===== config.mk =====
export PLATFORM = sky130hd
export DESIGN_NAME = signed_message_record_parser
export DESIGN_NICKNAME = d
export VERILOG_FILES = /design/src/sv/smrp_pkg.sv /design/src/sv/signed_message_record_parser.sv
export SDC_FILE = /design/constraint.sdc
export NUM_CORES = 1
export LEC_CHECK = 0
export ABC_AREA = 1
export BUFFER_PORTS_ARGS = -buffer_cell sky130_fd_sc_hd__buf_2
export CORE_MARGIN = 1
export CORE_UTILIZATION = 45
export CTS_BUF_LIST = sky130_fd_sc_hd__clkbuf_8
export DETAILED_ROUTE_END_ITERATION = 12
export HOLD_SLACK_MARGIN = 0.12
export PLACE_DENSITY = 0.66
export SLEW_MARGIN = 15
export SYNTH_ARGS = -nofsm -noshare
export SYNTH_HDL_FRONTEND = slang
export SYNTH_SLANG_ARGS = --single-unit

===== constraint.sdc =====
create_clock -name clk_i -period 14.9 [get_ports clk_i]
set_input_delay 0.745 -clock clk_i [delete_from_list [all_inputs] [get_ports clk_i]]
set_output_delay 0.745 -clock clk_i [all_outputs]
set_load 0.01 [all_outputs]

===== src/sv/smrp_pkg.sv =====
// ----------------------------------------------------------------------------
// Signed message record parser package
// Phase, tag, status and register index codes shared by the parser.
// ----------------------------------------------------------------------------
package smrp_pkg;

  // Parser phases (state codes)
  localparam logic [2:0] PH_TOKEN  = 3'd0;
  localparam logic [2:0] PH_SENDER = 3'd1;
  localparam logic [2:0] PH_TIME   = 3'd2;
  localparam logic [2:0] PH_TYPE   = 3'd3;
  localparam logic [2:0] PH_BODY   = 3'd4;
  localparam logic [2:0] PH_SIG    = 3'd5;
  localparam logic [2:0] PH_DONE   = 3'd6;

  // Field tags carried with each byte
  localparam logic [2:0] TAG_TOKEN   = 3'd0;
  localparam logic [2:0] TAG_SENDER  = 3'd1;
  localparam logic [2:0] TAG_TIME    = 3'd2;
  localparam logic [2:0] TAG_TYPE    = 3'd3;
  localparam logic [2:0] TAG_BODY    = 3'd4;
  localparam logic [2:0] TAG_SIG     = 3'd5;
  localparam logic [2:0] TAG_PREFIX  = 3'd6;
  localparam logic [2:0] TAG_DISCARD = 3'd7;

  // Final status codes
  localparam logic [3:0] ST_OK        = 4'd0;
  localparam logic [3:0] ST_TRUNCATED = 4'd1;
  localparam logic [3:0] ST_BAD_CSIZE = 4'd2;
  localparam logic [3:0] ST_TOO_LARGE = 4'd3;
  localparam logic [3:0] ST_BAD_TIME  = 4'd4;
  localparam logic [3:0] ST_TRAILING  = 4'd5;
  localparam logic [3:0] ST_BAD_SIG   = 4'd6;
  localparam logic [3:0] ST_BAD_FIELD = 4'd7;
  localparam logic [3:0] ST_BAD_TYPE  = 4'd8;
  localparam logic [3:0] ST_BAD_BODY  = 4'd9;

  // Configuration register indexes
  localparam logic [2:0] REG_TOKEN_LIMIT  = 3'd0;
  localparam logic [2:0] REG_SENDER_LIMIT = 3'd1;
  localparam logic [2:0] REG_BODY_LIMIT   = 3'd2;
  localparam logic [2:0] REG_SIG_LIMIT    = 3'd3;
  localparam logic [2:0] REG_PRIV_TYPE    = 3'd4;
  localparam logic [2:0] REG_GROUP_TYPE   = 3'd5;

  // Length prefix markers and the kind of prefix being collected
  localparam logic [7:0] MARK_16 = 8'd253;
  localparam logic [7:0] MARK_32 = 8'd254;
  localparam logic [7:0] MARK_64 = 8'd255;

  localparam logic [1:0] PFX_NONE = 2'd0;
  localparam logic [1:0] PFX_16   = 2'd1;
  localparam logic [1:0] PFX_32   = 2'd2;
  localparam logic [1:0] PFX_64   = 2'd3;

  // Empty field flag bits
  localparam int EMPTY_TOKEN  = 0;
  localparam int EMPTY_SENDER = 1;
  localparam int EMPTY_BODY   = 2;
  localparam int EMPTY_SIG    = 3;

  // Number of timestamp bytes
  localparam logic [31:0] TIME_BYTES = 32'd8;

  // Number of extension bytes that follow a given marker
  function automatic logic [3:0] prefix_need(input logic [1:0] kind);
    logic [3:0] need;
    unique case (kind)
      PFX_16:  need = 4'd2;
      PFX_32:  need = 4'd4;
      default: need = 4'd8;
    endcase
    return need;
  endfunction

endpackage


===== src/sv/signed_message_record_parser.sv =====
// ----------------------------------------------------------------------------
// Signed message record parser
// Tags each byte of a serialised signed message with its field and reports
// the final status of the message on its last byte.
// ----------------------------------------------------------------------------
// Usage:
//   Bytes enter on the s_axis channel, tlast marking the final byte of a
//   message. Every byte gives exactly one result on the m_axis channel: the
//   byte, its field tag in tuser, tlast copied through, and a status code
//   that is non-zero only on the result that closes the message.
//   The result is registered, valid in the cycle after the input transfer.
//   Throughput is one byte per cycle while the receiver keeps up; the parser
//   state update for one byte is a single pass ending in the result register.
//   When the receiver stalls, the result register holds its transfer and
//   s_axis_tready drops until the result is taken; no data is lost.
//   Configuration writes (limits and type codes) are always accepted and
//   must only be issued while the parser is idle.
//   Reset returns the limits to their defaults (32, 64, 65536, 72, 1, 2),
//   clears the parser to expect a token length prefix and empties the
//   result register.
// ----------------------------------------------------------------------------
module signed_message_record_parser
  import smrp_pkg::*;
(
  input  logic        clk_i,
  input  logic        rst_ni,
  // Configuration write channel
  input  logic        cfg_valid_i,
  output logic        cfg_ready_o,
  input  logic [2:0]  cfg_index_i,
  input  logic [31:0] cfg_data_i,
  // Byte input stream
  input  logic        s_axis_tvalid,
  output logic        s_axis_tready,
  input  logic [7:0]  s_axis_tdata,   // [7:0] byte_in
  input  logic        s_axis_tlast,
  // Result stream
  output logic        m_axis_tvalid,
  input  logic        m_axis_tready,
  output logic [15:0] m_axis_tdata,   // [7:0] data_byte, [11:8] status_code, rest zero
  output logic [2:0]  m_axis_tuser,   // [2:0] field_tag
  output logic        m_axis_tlast
);

  // Configuration registers
  logic [15:0] token_limit_q, sender_limit_q, sig_limit_q;
  logic [31:0] body_limit_q;
  logic [7:0]  priv_type_q, group_type_q;

  // Parser state
  logic [2:0]  phase_q, phase_d;
  logic [3:0]  pfx_left_q, pfx_left_d;
  logic [1:0]  pfx_kind_q, pfx_kind_d;
  logic [31:0] acc_q, acc_d;
  logic        acc_hi_q, acc_hi_d;
  logic [31:0] field_left_q, field_left_d;
  logic [3:0]  empty_q, empty_d;
  logic        type_bad_q, type_bad_d;
  logic        trailing_q, trailing_d;
  logic [3:0]  err_q, err_d;

  // Result register
  logic        out_valid_q;
  logic [2:0]  out_tag_q;
  logic [7:0]  out_byte_q;
  logic        out_last_q;
  logic [3:0]  out_status_q;

  logic        s_fire;
  logic [2:0]  tag;
  logic [3:0]  status;

  // Working signals of the single pass
  logic        enter_en;
  logic [2:0]  enter_ph;
  logic        load_len;
  logic [31:0] len_lo;
  logic        len_hi;
  logic        len_check;
  logic [31:0] limit;
  logic [2:0]  next_ph;
  logic [3:0]  empty_bit;
  logic [3:0]  pfx_idx;
  logic [31:0] acc_new;
  logic        acc_hi_new;
  logic        pfx_bad;
  logic [31:0] time_left;

  assign cfg_ready_o   = 1'b1;
  assign s_axis_tready = !out_valid_q || m_axis_tready;
  assign s_fire        = s_axis_tvalid && s_axis_tready;

  // Configuration register writes; unknown indexes are ignored
  always_ff @(posedge clk_i or negedge rst_ni) begin
    if (!rst_ni) begin
      token_limit_q  <= 16'd32;
      sender_limit_q <= 16'd64;
      body_limit_q   <= 32'd65536;
      sig_limit_q    <= 16'd72;
      priv_type_q    <= 8'd1;
      group_type_q   <= 8'd2;
    end else if (cfg_valid_i) begin
      unique case (cfg_index_i)
        REG_TOKEN_LIMIT:  token_limit_q  <= cfg_data_i[15:0];
        REG_SENDER_LIMIT: sender_limit_q <= cfg_data_i[15:0];
        REG_BODY_LIMIT:   body_limit_q   <= cfg_data_i;
        REG_SIG_LIMIT:    sig_limit_q    <= cfg_data_i[15:0];
        REG_PRIV_TYPE:    priv_type_q    <= cfg_data_i[7:0];
        REG_GROUP_TYPE:   group_type_q   <= cfg_data_i[7:0];
        default: ;
      endcase
    end
  end

  // Per-phase limit, successor phase and empty flag
  always_comb begin
    unique case (phase_q)
      PH_TOKEN: begin
        limit     = {16'd0, token_limit_q};
        next_ph   = PH_SENDER;
        empty_bit = 4'b0001 << EMPTY_TOKEN;
      end
      PH_SENDER: begin
        limit     = {16'd0, sender_limit_q};
        next_ph   = PH_TIME;
        empty_bit = 4'b0001 << EMPTY_SENDER;
      end
      PH_BODY: begin
        limit     = body_limit_q;
        next_ph   = PH_SIG;
        empty_bit = 4'b0001 << EMPTY_BODY;
      end
      default: begin
        limit     = {16'd0, sig_limit_q};
        next_ph   = PH_DONE;
        empty_bit = 4'b0001 << EMPTY_SIG;
      end
    endcase
  end

  // Length prefix extension byte merged into the accumulator
  always_comb begin
    pfx_idx    = prefix_need(pfx_kind_q) - pfx_left_q;
    acc_new    = acc_q;
    acc_hi_new = acc_hi_q;
    if (pfx_idx[2]) begin
      acc_hi_new = acc_hi_q || (s_axis_tdata != 8'd0);
    end else begin
      acc_new = acc_q | ({24'd0, s_axis_tdata} << {pfx_idx[1:0], 3'b000});
    end
    unique case (pfx_kind_q)
      PFX_16:  pfx_bad = (acc_new < {24'd0, MARK_16});
      PFX_32:  pfx_bad = (acc_new[31:16] == 16'd0);
      default: pfx_bad = !acc_hi_new;
    endcase
  end

  assign time_left = (field_left_q != 32'd0) ? field_left_q - 32'd1 : field_left_q;

  // Next parser state for the accepted byte
  always_comb begin
    phase_d      = phase_q;
    pfx_left_d   = pfx_left_q;
    pfx_kind_d   = pfx_kind_q;
    acc_d        = acc_q;
    acc_hi_d     = acc_hi_q;
    field_left_d = field_left_q;
    empty_d      = empty_q;
    type_bad_d   = type_bad_q;
    trailing_d   = trailing_q;
    err_d        = err_q;
    tag          = TAG_DISCARD;
    enter_en     = 1'b0;
    enter_ph     = phase_q;
    load_len     = 1'b0;
    len_lo       = {24'd0, s_axis_tdata};
    len_hi       = 1'b0;
    len_check    = 1'b0;

    if (err_q != ST_OK) begin
      tag = TAG_DISCARD;
    end else if (phase_q == PH_DONE) begin
      trailing_d = 1'b1;
      tag        = TAG_DISCARD;
    end else if (phase_q == PH_TIME) begin
      tag          = TAG_TIME;
      field_left_d = time_left;
      if (time_left == 32'd0) begin
        if (s_axis_tdata[7]) begin
          err_d = ST_BAD_TIME;
        end else begin
          enter_en = 1'b1;
          enter_ph = PH_TYPE;
        end
      end
    end else if (phase_q == PH_TYPE) begin
      tag        = TAG_TYPE;
      type_bad_d = (s_axis_tdata != priv_type_q) && (s_axis_tdata != group_type_q);
      enter_en   = 1'b1;
      enter_ph   = PH_BODY;
    end else if (phase_q <= PH_SIG) begin
      // Span phases: prefix extension, field body or a new length prefix
      if (pfx_left_q != 4'd0) begin
        tag        = TAG_PREFIX;
        acc_d      = acc_new;
        acc_hi_d   = acc_hi_new;
        pfx_left_d = pfx_left_q - 4'd1;
        if (pfx_left_q == 4'd1) begin
          if (pfx_bad) begin
            err_d = ST_BAD_CSIZE;
          end else begin
            len_check = 1'b1;
            len_lo    = acc_new;
            len_hi    = acc_hi_new;
          end
        end
      end else if (field_left_q != 32'd0) begin
        tag          = phase_q;
        field_left_d = field_left_q - 32'd1;
        if (field_left_q == 32'd1) begin
          enter_en = 1'b1;
          enter_ph = next_ph;
        end
      end else begin
        tag = TAG_PREFIX;
        if (s_axis_tdata < MARK_16) begin
          len_check = 1'b1;
        end else begin
          pfx_kind_d = (s_axis_tdata == MARK_16) ? PFX_16 :
                       (s_axis_tdata == MARK_32) ? PFX_32 : PFX_64;
          pfx_left_d = prefix_need(pfx_kind_d);
          acc_d      = 32'd0;
          acc_hi_d   = 1'b0;
        end
      end
    end

    // A span length is known: check against the limit and move on
    if (len_check) begin
      if (len_hi || (len_lo > limit)) begin
        err_d = ST_TOO_LARGE;
      end else if (len_lo == 32'd0) begin
        empty_d  = empty_q | empty_bit;
        enter_en = 1'b1;
        enter_ph = next_ph;
      end else begin
        enter_en = 1'b1;
        enter_ph = phase_q;
        load_len = 1'b1;
      end
    end

    // Entering a phase clears the prefix counters and sets the field counter (TIME_BYTES for the timestamp, else zero)
    if (enter_en) begin
      phase_d      = enter_ph;
      pfx_left_d   = 4'd0;
      pfx_kind_d   = PFX_NONE;
      acc_d        = 32'd0;
      acc_hi_d     = 1'b0;
      field_left_d = (enter_ph == PH_TIME) ? TIME_BYTES : 32'd0;
    end
    if (load_len) begin
      field_left_d = len_lo;
    end
  end

  // Final status in priority order, taken from the updated state
  always_comb begin
    priority if (err_d != ST_OK)          status = err_d;
    else if (phase_d != PH_DONE)          status = ST_TRUNCATED;
    else if (trailing_d)                  status = ST_TRAILING;
    else if (empty_d[EMPTY_SIG])          status = ST_BAD_SIG;
    else if (empty_d[EMPTY_TOKEN] || empty_d[EMPTY_SENDER]) status = ST_BAD_FIELD;
    else if (type_bad_d)                  status = ST_BAD_TYPE;
    else if (empty_d[EMPTY_BODY])         status = ST_BAD_BODY;
    else                                  status = ST_OK;
  end

  // Parser state registers; the last byte rearms for a new message
  always_ff @(posedge clk_i or negedge rst_ni) begin
    if (!rst_ni) begin
      phase_q      <= PH_TOKEN;
      pfx_left_q   <= 4'd0;
      pfx_kind_q   <= PFX_NONE;
      acc_q        <= 32'd0;
      acc_hi_q     <= 1'b0;
      field_left_q <= 32'd0;
      empty_q      <= 4'd0;
      type_bad_q   <= 1'b0;
      trailing_q   <= 1'b0;
      err_q        <= ST_OK;
    end else if (s_fire) begin
      if (s_axis_tlast) begin
        phase_q      <= PH_TOKEN;
        pfx_left_q   <= 4'd0;
        pfx_kind_q   <= PFX_NONE;
        acc_q        <= 32'd0;
        acc_hi_q     <= 1'b0;
        field_left_q <= 32'd0;
        empty_q      <= 4'd0;
        type_bad_q   <= 1'b0;
        trailing_q   <= 1'b0;
        err_q        <= ST_OK;
      end else begin
        phase_q      <= phase_d;
        pfx_left_q   <= pfx_left_d;
        pfx_kind_q   <= pfx_kind_d;
        acc_q        <= acc_d;
        acc_hi_q     <= acc_hi_d;
        field_left_q <= field_left_d;
        empty_q      <= empty_d;
        type_bad_q   <= type_bad_d;
        trailing_q   <= trailing_d;
        err_q        <= err_d;
      end
    end
  end

  // Result register valid flag
  always_ff @(posedge clk_i or negedge rst_ni) begin
    if (!rst_ni) begin
      out_valid_q <= 1'b0;
    end else if (s_axis_tready) begin
      out_valid_q <= s_axis_tvalid;
    end
  end

  // Result register payload
  always_ff @(posedge clk_i) begin
    if (s_fire) begin
      out_tag_q    <= tag;
      out_byte_q   <= s_axis_tdata;
      out_last_q   <= s_axis_tlast;
      out_status_q <= s_axis_tlast ? status : ST_OK;
    end
  end

  assign m_axis_tvalid = out_valid_q;
  assign m_axis_tdata  = {4'd0, out_status_q, out_byte_q};
  assign m_axis_tuser  = out_tag_q;
  assign m_axis_tlast  = out_last_q;

endmodule

==> results of run 1 <==
[metrics by stage]
step | setup slack (ns) | area, sq um | power, uW
floorplan | 9.92 | 12500 | 1650
global placement | 7.77 | 13000 | 1890
detailed placement | 7.64 | 13000 | 1910
CTS | 7.61 | 13400 | 2280
global route | 6.82 | 13400 | 2470
finish | 7.51 | 13400 | 2280
[worst paths after layout]
kind,endpoint,start,depth (start not counted)
min reg2reg,sender_limit_q[2],sender_limit_q[2],2
max reg2reg,acc_q[27],pfx_left_q[0],33
max in group asynchronous,token_limit_q[10],rst_ni,3
max,acc_q[27],pfx_left_q[0],33
min,acc_q[4],rst_ni,1
min in group clk_i,err_q[3],s_axis_tlast,2
[cell usage after synthesis, drive strengths merged]
master / instances / share of area [%]
clkbuf: 42 / 1.3
edfxtp: 16 / 3.8
nand4: 26 / 1.4
ha: 39 / 3.9
nand3b: 4 / 0.24
xnor2: 21 / 1.5
dfstp: 7 / 1.5
o21ai: 205 / 8.5
buf: 39 / 2.3
o211ai: 7 / 0.42
a21oi: 65 / 2.9
a31oi: 2 / 0.15
nand2: 364 / 12
dfrtp: 174 / 35
o2111ai: 4 / 0.28
nor3b: 2 / 0.12
clkinv: 1 / 0.030
nand3: 106 / 4.7
conb: 2 / 0.060
nor4: 8 / 0.52
a211oi: 3 / 0.18
and3: 1 / 0.050
xor2: 19 / 1.3
a221oi: 6 / 0.42
or2: 2 / 0.10
o2bb2ai: 2 / 0.14
a22o: 13 / 0.91
o21bai: 3 / 0.18
a31o: 1 / 0.070
a41oi: 1 / 0.070
o21a: 1 / 0.060
fa: 2 / 0.32
nor3: 47 / 2.0
o221ai: 2 / 0.14
o41ai: 3 / 0.21
o22ai: 15 / 0.75
nor2: 192 / 6.4
o31ai: 2 / 0.12
mux2: 16 / 1.4
inv: 178 / 5.4
[critical path, delay by kind of cell (launching register included)]
kind	cells	cell delay (ns)
flip-flops	1	0.69
AND/OR/NAND/NOR	21	3.48
AO/OA/AOI/OAI	6	0.94
adder cells (fa/ha/maj)	2	1.15
buffers and inverters	4	0.99
[state kept, by name, summed over array words and instances (netlist names), 4 cells and up]
register / cells
acc_q: 32
body_limit_q: 32
field_left_q: 32
sender_limit_q: 16
sig_limit_q: 16
token_limit_q: 16
group_type_q: 8
out_byte_q: 8
priv_type_q: 8
empty_q: 4
err_q: 4
out_status_q: 4
pfx_left_q: 4
[area by class of cell]
class,instances,area (sq um)
fill,2733,13700
multi-input combinational,1189,6420
sequential,197,5020
inverter,179,679
tap,372,465
timing repair buffer,73,389
clock buffer,17,234
clock inverter,15,183
[logic make-up (layout without fill, tap and decap cells)]
family	count (synthesis)	count (layout)	share of synthesized area, %
buf+inv	260	284	8.94
mux	16	16	1.44
compound gates	335	335	15.5
xor+xnor	40	40	2.80
flops	197	197	40.0
simple gates	752	752	27.0
fa+ha+maj	41	41	4.21
other cells	2	5	0.0599
[layer usage]
metal  share of wire (%)  track usage (%)
met2                  48             42.4
met5                   0                0
met4                 2.9             9.29
met1                  44             33.2
met3                 5.1             3.90
[power by group]
group          internal (uW)  switching (uW)  total [uW]
clock                    143             223         366
sequential               677             117         793
combinational            349             774        1120
total                   1170            1110        2280
==> impl_results.md, run 1 <==
* Post-Syn Area at 12,500 sq um
* FMAX at 0.135 GHz
* CTS tree: yes
* Peak per-stage delay on the critical path at 0.82 ns
* WL final at 34,600 um
* Clock sink total at 197
* Slowest CP cell: fa_1
* Post_cts resized at 0
* Gr usage total at 25.3%
* Max cap viols at 0
* Initial Utilization at 46.2%
* Remaining design rule violation count at 0
* RSZ-0062 raised after global routing: false
* Antenna cell count at 0
* Worst Path Arrival at 7.81 ns
* Detailed Routing Iterations Pass 1 at 6
* Worst-case clock buffer depth at 2
* Initial antenna violation count at 0
* Critical path required time at 15.32 ns
* Fin nets at between 1,500 and 2,000
* Fin Setup TNS at 0 ns
* GP Congestion at 0.950
* Vias at 11,100
* Share of the yosys chip area belonging to registers at 40.0%
* # hold bufs at CTS at 0
* Max VDD drop at 92.7 uV
* Clock buffer count from CTS at 17
* Die area at 28,500 sq um
* Global-route wire length before repair at 56,600 um
* Most common cell after layout, fill and taps aside: nand2_1
* DRT antenna net count at 0
* Fin. Hold Viols at 0
* Slew Limit Fails at 0
* Avg Cell Area, Syn at 7.63 sq um
* Finished Core Util at between 40% and 50%
* Clock transition at path regs at 0.12 ns
* Hold slack at 0.197 ns
* Root Driver: clkbuf_8
* Via count of the first global-routing pass at 10,700
* Max FO, Critical Path at 52
* Core region area at roughly 27,000 sq um
* Cells after synthesis at 1,643
* Final Setup Violations at 0
* Row count at 60
* #FFs+latches synth at 197
* R2R Setup Slk at 7.51 ns
* Worst rel slew slack at 20.4%
* Status: complete, no violations
* Most frequent cells in the layout: nand2_1 (348), nor2_1 (174), dfrtp_1 (174), inv_1 (163), o21ai_0 (117)
* Hold crit path type: input port to async pin
* Layout cells sized above 1 at about 13%
* Die Height at 169 um
* Clk Latency, worst-skew pair at 0.51 ns
* Reported leakage power at around 0.0064 uW
* GRT Residual Overflow at 0
* I/O pins at 72
* Number of cells after detailed placement at 2,010
* Post-CTS Setup Inserts at 0
* CP endpoint kind: register
* Area grow syn2layout at 6.86%
* Tcrit/Tclk final at 49.6%
* Top cell by count, worst path: nand2_1
* Pin count of the biggest net entering global routing at 73
* Vias per cell at 5.44
* CTS H-Tree Depth at 4
* DR iter-0 viols at 1,027
* Hpwl dp at 25,400 um
* IO Port Bufs at 66
* Yosys cell types at between 50 and 60
* Die Width at 169 um
* Ys Warns at 0
* Final cell count without fillers at between 2,000 and 2,500
* Wirelength per Cell at roughly 17 um
* Clock skew at 0.0256 ns
* Worst-Margin Slew at 1.19 ns
* PwrDens at 170 nW/um^2
* Kind of critical path: register to register
* Nature of the critical path startpoint: register
* Final worst path period need at roughly 7.4 ns
Power figures use the tool's default switching activity.
==> run 2: changes to the inputs <==
--- a/config.mk
+++ b/config.mk
@@ -12,7 +12,7 @@
 export CTS_BUF_LIST = sky130_fd_sc_hd__clkbuf_8
 export DETAILED_ROUTE_END_ITERATION = 12
 export HOLD_SLACK_MARGIN = 0.12
-export PLACE_DENSITY = 0.66
+export PLACE_DENSITY = 0.68
 export SLEW_MARGIN = 15
 export SYNTH_ARGS = -nofsm -noshare
 export SYNTH_HDL_FRONTEND = slang
==> constraint.sdc (replaced) <==
create_clock -name clk_i -period 6 [get_ports clk_i]
set_input_delay 0.3 -clock clk_i [delete_from_list [all_inputs] [get_ports clk_i]]
set_output_delay 0.3 -clock clk_i [all_outputs]
set_load 0.01 [all_outputs]
==> impl_results.md, run 2 (synthesis gave the netlist of run 1 again) <==
* Most frequent cells in the layout: nand2_1 (346), dfrtp_1 (174), nor2_1 (173), inv_1 (162), o21ai_0 (115) (was nand2_1 (348), nor2_1 (174), dfrtp_1 (174), inv_1 (163), o21ai_0 (117))
* Core region area at 27,100 sq um (unchanged)
* Clock transition at path regs at 0.13 ns (was 0.12 ns)
* Worst rel slew slack at 23.6% (was 20.4%)
* Hpwl dp at 25,400 um (about the same)
* Fin nets at 1,806 (was 1,747)
* Detailed Routing Iterations Pass 1 at 6 (unchanged)
* Worst-Margin Slew at 1.14 ns (was 1.19 ns)
* Max FO, Critical Path at 26 (was 52)
* Fin Setup TNS at 0 ns (unchanged)
* Remaining design rule violation count at 0 (unchanged)
* WL final at 35,900 um (was 34,600 um)
* Slew Limit Fails at 0 (unchanged)
* Final Setup Violations at 0 (unchanged)
* Finished Core Util at 52.1% (was 49.4%)
* Total power at 5970 uW (was 2280 uW)
* Hold crit path type: input port to register (was input port to async pin)
* Top cell by count, worst path: nand2_1 (unchanged)
* Antenna cell count at 0 (unchanged)
* I/O pins at 72 (unchanged)
* Peak per-stage delay on the critical path at 0.64 ns (was 0.82 ns)
* Die Width at 169 um (unchanged)
* PwrDens at 423 nW/um^2 (was 170 nW/um^2)
* Vias per cell at 5.46 (was 5.44)
* FMAX at 0.177 GHz (was 0.135 GHz)
* CP endpoint kind: register (unchanged)
* Critical path required time at 6.45 ns (was 15.32 ns)
* Status: complete, no violations (unchanged)
* Hold path depth at 3
* Area grow syn2layout at 12.7% (was 6.86%)
* Initial antenna violation count at 0 (unchanged)
* Hold endpoint: token_limit_q[5]
* IO Port Bufs at 66 (unchanged)
* Vias at 11,500 (was 11,100)
* Reported leakage power at 0.00668 uW (was 0.00635 uW)
* Reg2Reg Launch Point: pfx_kind_q[1] (was pfx_left_q[0])
* Fin. Hold Viols at 0 (unchanged)
* Most Crowded Layer GR: met2 (unchanged)
* CTS H-Tree Depth at 4 (unchanged)
* Die Height at 169 um (unchanged)
* Clock sink total at 197 (unchanged)
* Met2 usage at 43.2% (was 42.4%)
* Root Driver: clkbuf_8 (unchanged)
* Reg2reg end: acc_q[7] (was acc_q[27])
* DRT antenna net count at 0 (unchanged)
* Global-route wire length before repair at 57,700 um (was 56,600 um)
* Gr usage total at 25.8% (was 25.3%)
* M3 GR Usage at 3.74% (was 3.90%)
* Worst Path Arrival at 6.09 ns (was 7.81 ns)
* Kind of critical path: register to register (unchanged)
* Pin count of the biggest net entering global routing at 98 (was 73)
* Max VDD drop at 231 uV (was 92.7 uV)
* CTS tree: yes (unchanged)
* HP Start: cfg_data_i[5]
* Largest regs: acc_q (32), body_limit_q (32), field_left_q (32) (unchanged)
* Max cap viols at 0 (unchanged)
* Layout cells sized above 1 at 14.9% (was 12.8%)
* R2R Setup Slk at 0.37 ns (was 7.51 ns)
* Clock skew at 0.0304 ns (was 0.0256 ns)
* Met1 Resource Use GR at 33.4% (was 33.2%)
* Clk Latency, worst-skew pair at 0.51 ns (about the same)
* Initial Utilization at 46.2% (unchanged)
* Die area at 28,500 sq um (unchanged)
* Tcrit/Tclk final at 93.9% (was 49.6%)
* GP Congestion at 0.982 (was 0.950)
* Worst-case clock buffer depth at 2 (unchanged)
* Final worst path period need at 5.63 ns (was 7.39 ns)
* DR iter-0 viols at 993 (was 1,027)
* Via count of the first global-routing pass at 11,000 (was 10,700)
* Most common cell after layout, fill and taps aside: nand2_1 (unchanged)
* Slowest CP cell: fa_2 (was fa_1)
* Wirelength per Cell at 17.1 um (was 17.0 um)
* Nature of the critical path startpoint: register (unchanged)
* Worst R2R Path Depth at 38 (was 33)
* Row count at 60 (unchanged)
* Clock buffer count from CTS at 17 (unchanged)
* GRT Residual Overflow at 0 (unchanged)
[run 2: repair_timing]
action	in CTS	in global routing
cloned	0	2
gates resized for setup	3	28
setup endpoints to repair	67	75
pin swaps	0	4
endpoints found under the hold margin	149	0
hold buffers	32	0
buffers inserted	0	3
[run 2: worst max-delay path, delay by kind of cell (launching register included)]
| family | cells | cell delay (ns) |
|---|---|---|
| adders and majority gates | 3 | 1.06 |
| AOI/OAI and AO/OA | 6 | 0.67 |
| DFF | 1 | 0.41 |
| buffers and inverters | 8 | 0.96 |
| and+or+nand+nor | 21 | 2.46 |
[run 2: layer usage]
| layer | share of wire [%] | wire length [um] | vias up |
|---|---|---|---|
| met3 | 5.6 | 2010 | 76 |
| met5 | 0 | 0 | - |
| met2 | 48 | 17200 | 400 |
| met4 | 3.1 | 1130 | 0 |
| met1 | 43 | 15500 | 5411 |
| li1 | - | - | 5593 |
[run 2: how the worst max path moves through the flow]
| stage | depth (start not counted) | slack [ns] | start | to |
|---|---|---|---|---|
| after global placement | 35 | -0.07 | pfx_kind_q[1] | out_status_q[3] |
| after floorplan | 34 | 1.02 | pfx_kind_q[1] | field_left_q[10] |
| final | 38 | 0.37 | pfx_kind_q[1] | acc_q[7] |
| after detailed placement | 38 | -0.15 | pfx_kind_q[1] | acc_q[6] |
| after CTS | 40 | 0.0008 | pfx_kind_q[1] | acc_q[19] |
| after global routing | 39 | -0.02 | pfx_kind_q[1] | acc_q[18] |
[run 2: final cells by class]
type	count	area [sq um]
Clock buffer	18	248
Fill cell	2550	13000
Multi-Input combinational cell	1189	6540
Timing Repair Buffer	132	1010
Clock inverter	14	163
Tap cell	372	465
Inverter	179	682
Sequential cell	197	5020
[run 2: through the flow]
step	cell area [sq um]	instances	hold slack, ns	setup slack [ns]
global placement	13200	2031	0.465	-0.0709
CTS	13900	2095	0.124	0.000809
finish	14100	2101	0.135	0.365
global route	14100	2101	0.140	-0.0186
floorplan	12500	1646	0.00441	1.02
detailed placement	13200	2031	0.474	-0.149
[run 2: power breakdown]
group          switching, uW  total (uW)  internal [uW]  leakage [uW]
combinational           2080        3120           1040       0.00403
clock                    566         894            328      0.000210
sequential               277        1960           1680       0.00244
total                   2920        5970           3050       0.00668
==> run 3: changes to the inputs <==
--- a/config.mk
+++ b/config.mk
@@ -8,11 +8,11 @@
 export ABC_AREA = 1
 export BUFFER_PORTS_ARGS = -buffer_cell sky130_fd_sc_hd__buf_2
 export CORE_MARGIN = 1
-export CORE_UTILIZATION = 45
+export CORE_UTILIZATION = 25
 export CTS_BUF_LIST = sky130_fd_sc_hd__clkbuf_8
 export DETAILED_ROUTE_END_ITERATION = 12
 export HOLD_SLACK_MARGIN = 0.12
-export PLACE_DENSITY = 0.68
+export PLACE_DENSITY = 0.45
 export SLEW_MARGIN = 15
 export SYNTH_ARGS = -nofsm -noshare
 export SYNTH_HDL_FRONTEND = slang
==> impl_results.md, run 3 (synthesis gave the netlist of run 1 again) <==
* Fin Setup TNS at 0 ns (unchanged)
* Total power at 6410 uW (was 5970 uW)
* Row count at 81 (was 60)
* Final cell count without fillers at 2,443 (was 2,101)
* Wirelength per Cell at 17.0 um (was 17.1 um)
* Clock buffer count from CTS at 17 (unchanged)
* Worst rel slew slack at 28.2% (was 23.6%)
* Hold endpoint: empty_q[3] (was token_limit_q[5])
* Reg2reg end: acc_q[2] (was acc_q[7])
* Root Driver: clkbuf_8 (unchanged)
* HP Start: s_axis_tvalid (was cfg_data_i[5])
* Clock sink total at 197 (unchanged)
* Most common cell after layout, fill and taps aside: nand2_1 (unchanged)
* DR iter-0 viols at 903 (was 993)
* Die Height at 226 um (was 169 um)
* Most frequent cells in the layout: nand2_1 (339), dfrtp_1 (174), nor2_1 (166), inv_1 (160), o21ai_0 (116) (was nand2_1 (346), dfrtp_1 (174), nor2_1 (173), inv_1 (162), o21ai_0 (115))
* Final worst path period need at 5.64 ns (was 5.63 ns)
* Number of cells after detailed placement at 2,342 (was 2,031)
* CTS tree: yes (unchanged)
* Slowest CP cell: fa_2 (unchanged)
* Nature of the critical path startpoint: register (unchanged)
* Slew Limit Fails at 0 (unchanged)
* Worst R2R Path Depth at 41 (was 38)
* R2R Setup Slk at 0.36 ns (was 0.37 ns)
* Critical path required time at 6.53 ns (was 6.45 ns)
* Fin. Hold Viols at 0 (unchanged)
* Via count of the first global-routing pass at 11,000 (about the same)
* Die area at 51,000 sq um (was 28,500 sq um)
* PwrDens at 427 nW/um^2 (was 423 nW/um^2)
* Area grow syn2layout at 19.9% (was 12.7%)
* Gr usage total at 16.6% (was 25.8%)
* Peak per-stage delay on the critical path at 0.60 ns (was 0.64 ns)
* Worst-case clock buffer depth at 2 (unchanged)
* Global-route wire length before repair at 64,000 um (was 57,700 um)
* GP Congestion at 0.885 (was 0.982)
* Clock skew at 0.0356 ns (was 0.0304 ns)
* Clock transition at path regs at 0.14 ns (was 0.13 ns)
* DRT antenna net count at 0 (unchanged)
* Initial antenna violation count at 1 (was 0)
* WL final at 41,600 um (was 35,900 um)
* FMAX at 0.177 GHz (about the same)
* Worst-Margin Slew at 1.07 ns (was 1.14 ns)
* Status: complete, no violations (unchanged)
* Die Width at 226 um (was 169 um)
* Remaining design rule violation count at 0 (unchanged)
* Core region area at 49,200 sq um (was 27,100 sq um)
* Vias at 11,500 (about the same)
* Final Setup Violations at 0 (unchanged)
* Detailed Routing Iterations Pass 1 at 6 (unchanged)
* Hold slack at 0.213 ns (was 0.135 ns)
* Kind of critical path: register to register (unchanged)
* Max cap viols at 0 (unchanged)
* Reg2Reg Launch Point: pfx_kind_q[1] (unchanged)
* Worst Path Arrival at 6.17 ns (was 6.09 ns)
* Layout cells sized above 1 at 17.8% (was 14.9%)
* CTS H-Tree Depth at 4 (unchanged)
* Initial Utilization at 25.5% (was 46.2%)
* Tcrit/Tclk final at 94.0% (was 93.9%)
* Clk Latency, worst-skew pair at 0.61 ns (was 0.51 ns)
* Max FO, Critical Path at 13 (was 26)
* Hold crit path type: input port to register (unchanged)
* Hold path depth at 4 (was 3)
* Vias per cell at 4.72 (was 5.46)
* Largest regs: acc_q (32), body_limit_q (32), field_left_q (32) (unchanged)
* Hpwl dp at 30,100 um (was 25,400 um)
* Pin count of the biggest net entering global routing at 77 (was 98)
* Max VDD drop at 206 uV (was 231 uV)
* CP endpoint kind: register (unchanged)
* GRT Residual Overflow at 0 (unchanged)
* I/O pins at 72 (unchanged)
* IO Port Bufs at 66 (unchanged)
* Reported leakage power at 0.00691 uW (was 0.00668 uW)
* Fin nets at 1,855 (was 1,806)
## run 3: cell types whose count changed in the layout (fill, tap and decap cells not counted), sizes merged
cell	before	now
buf	98	133
dlygate4sd3	32	44
clkinvlp	0	2
clkbuf	20	21
clkinv	7	6
diode	0	1
## run 3: where the power goes
group	switching [uW]	total, uW	internal (uW)	leakage, uW
clock	660	1000	344	0.000219
combinational	2210	3440	1230	0.00424
sequential	285	1960	1680	0.00244
## run 3: cell type report
cell class                      instances  area (sq um)
Tap cell                              664           831
Antenna cell                            1          2.50
Sequential cell                       197          5020
Inverter                              179           701
Clock buffer                           17           234
Timing Repair Buffer                  181          1430
Fill cell                            5324         34100
Multi-Input combinational cell       1189          6590
Clock inverter                         15           220
## run 3: per-layer routing
metal	up-vias	global-route usage [%]	routed length (um)
met3	51	2.54	1800
met2	294	27.6	19800
met4	0	6.30	832
met1	5504	21.6	19100
li1	5688	-	-
met5	-	0	0
## run 3: worst max-delay path by stage
stage | cells past startpoint | slack (ns) | startpoint | endpoint
global placement | 38 | 0.17 | pfx_kind_q[1] | out_status_q[3]
floorplan | 34 | 1.02 | pfx_kind_q[1] | field_left_q[10]
detailed placement | 41 | 0.10 | pfx_kind_q[1] | acc_q[2]
global route | 42 | -0.03 | pfx_kind_q[1] | acc_q[12]
finish | 41 | 0.36 | pfx_kind_q[1] | acc_q[2]
CTS | 41 | 0.01 | pfx_kind_q[1] | acc_q[29]
## run 3: timing repair
action | CTS | global route
hold buffers | 44 | 0
endpoints found under the setup margin | 0 | 75
hold endpoints to repair | 163 | 0
gates resized for setup | 0 | 60
buffers inserted | 0 | 20
## run 3: worst max-delay path: cells and delay by family, from the launching register on
family | cells | cell delay, ns
AOI/OAI and AO/OA | 7 | 0.92
buffers and inverters | 11 | 1.31
DFF | 1 | 0.40
and+or+nand+nor | 20 | 1.92
adders and majority gates | 3 | 1.00
## run 3: metrics by stage
step / cell area [sq um] / setup WS, ns / util, %
5_1_grt: 15000 / -0.0298 / 30.6
3_3_place_gp: 13700 / 0.166 / 27.8
6_report: 15000 / 0.362 / 30.6
2_1_floorplan: 12500 / 1.02 / -
3_5_place_dp: 13700 / 0.103 / 27.8
4_1_cts: 14600 / 0.0130 / 29.6
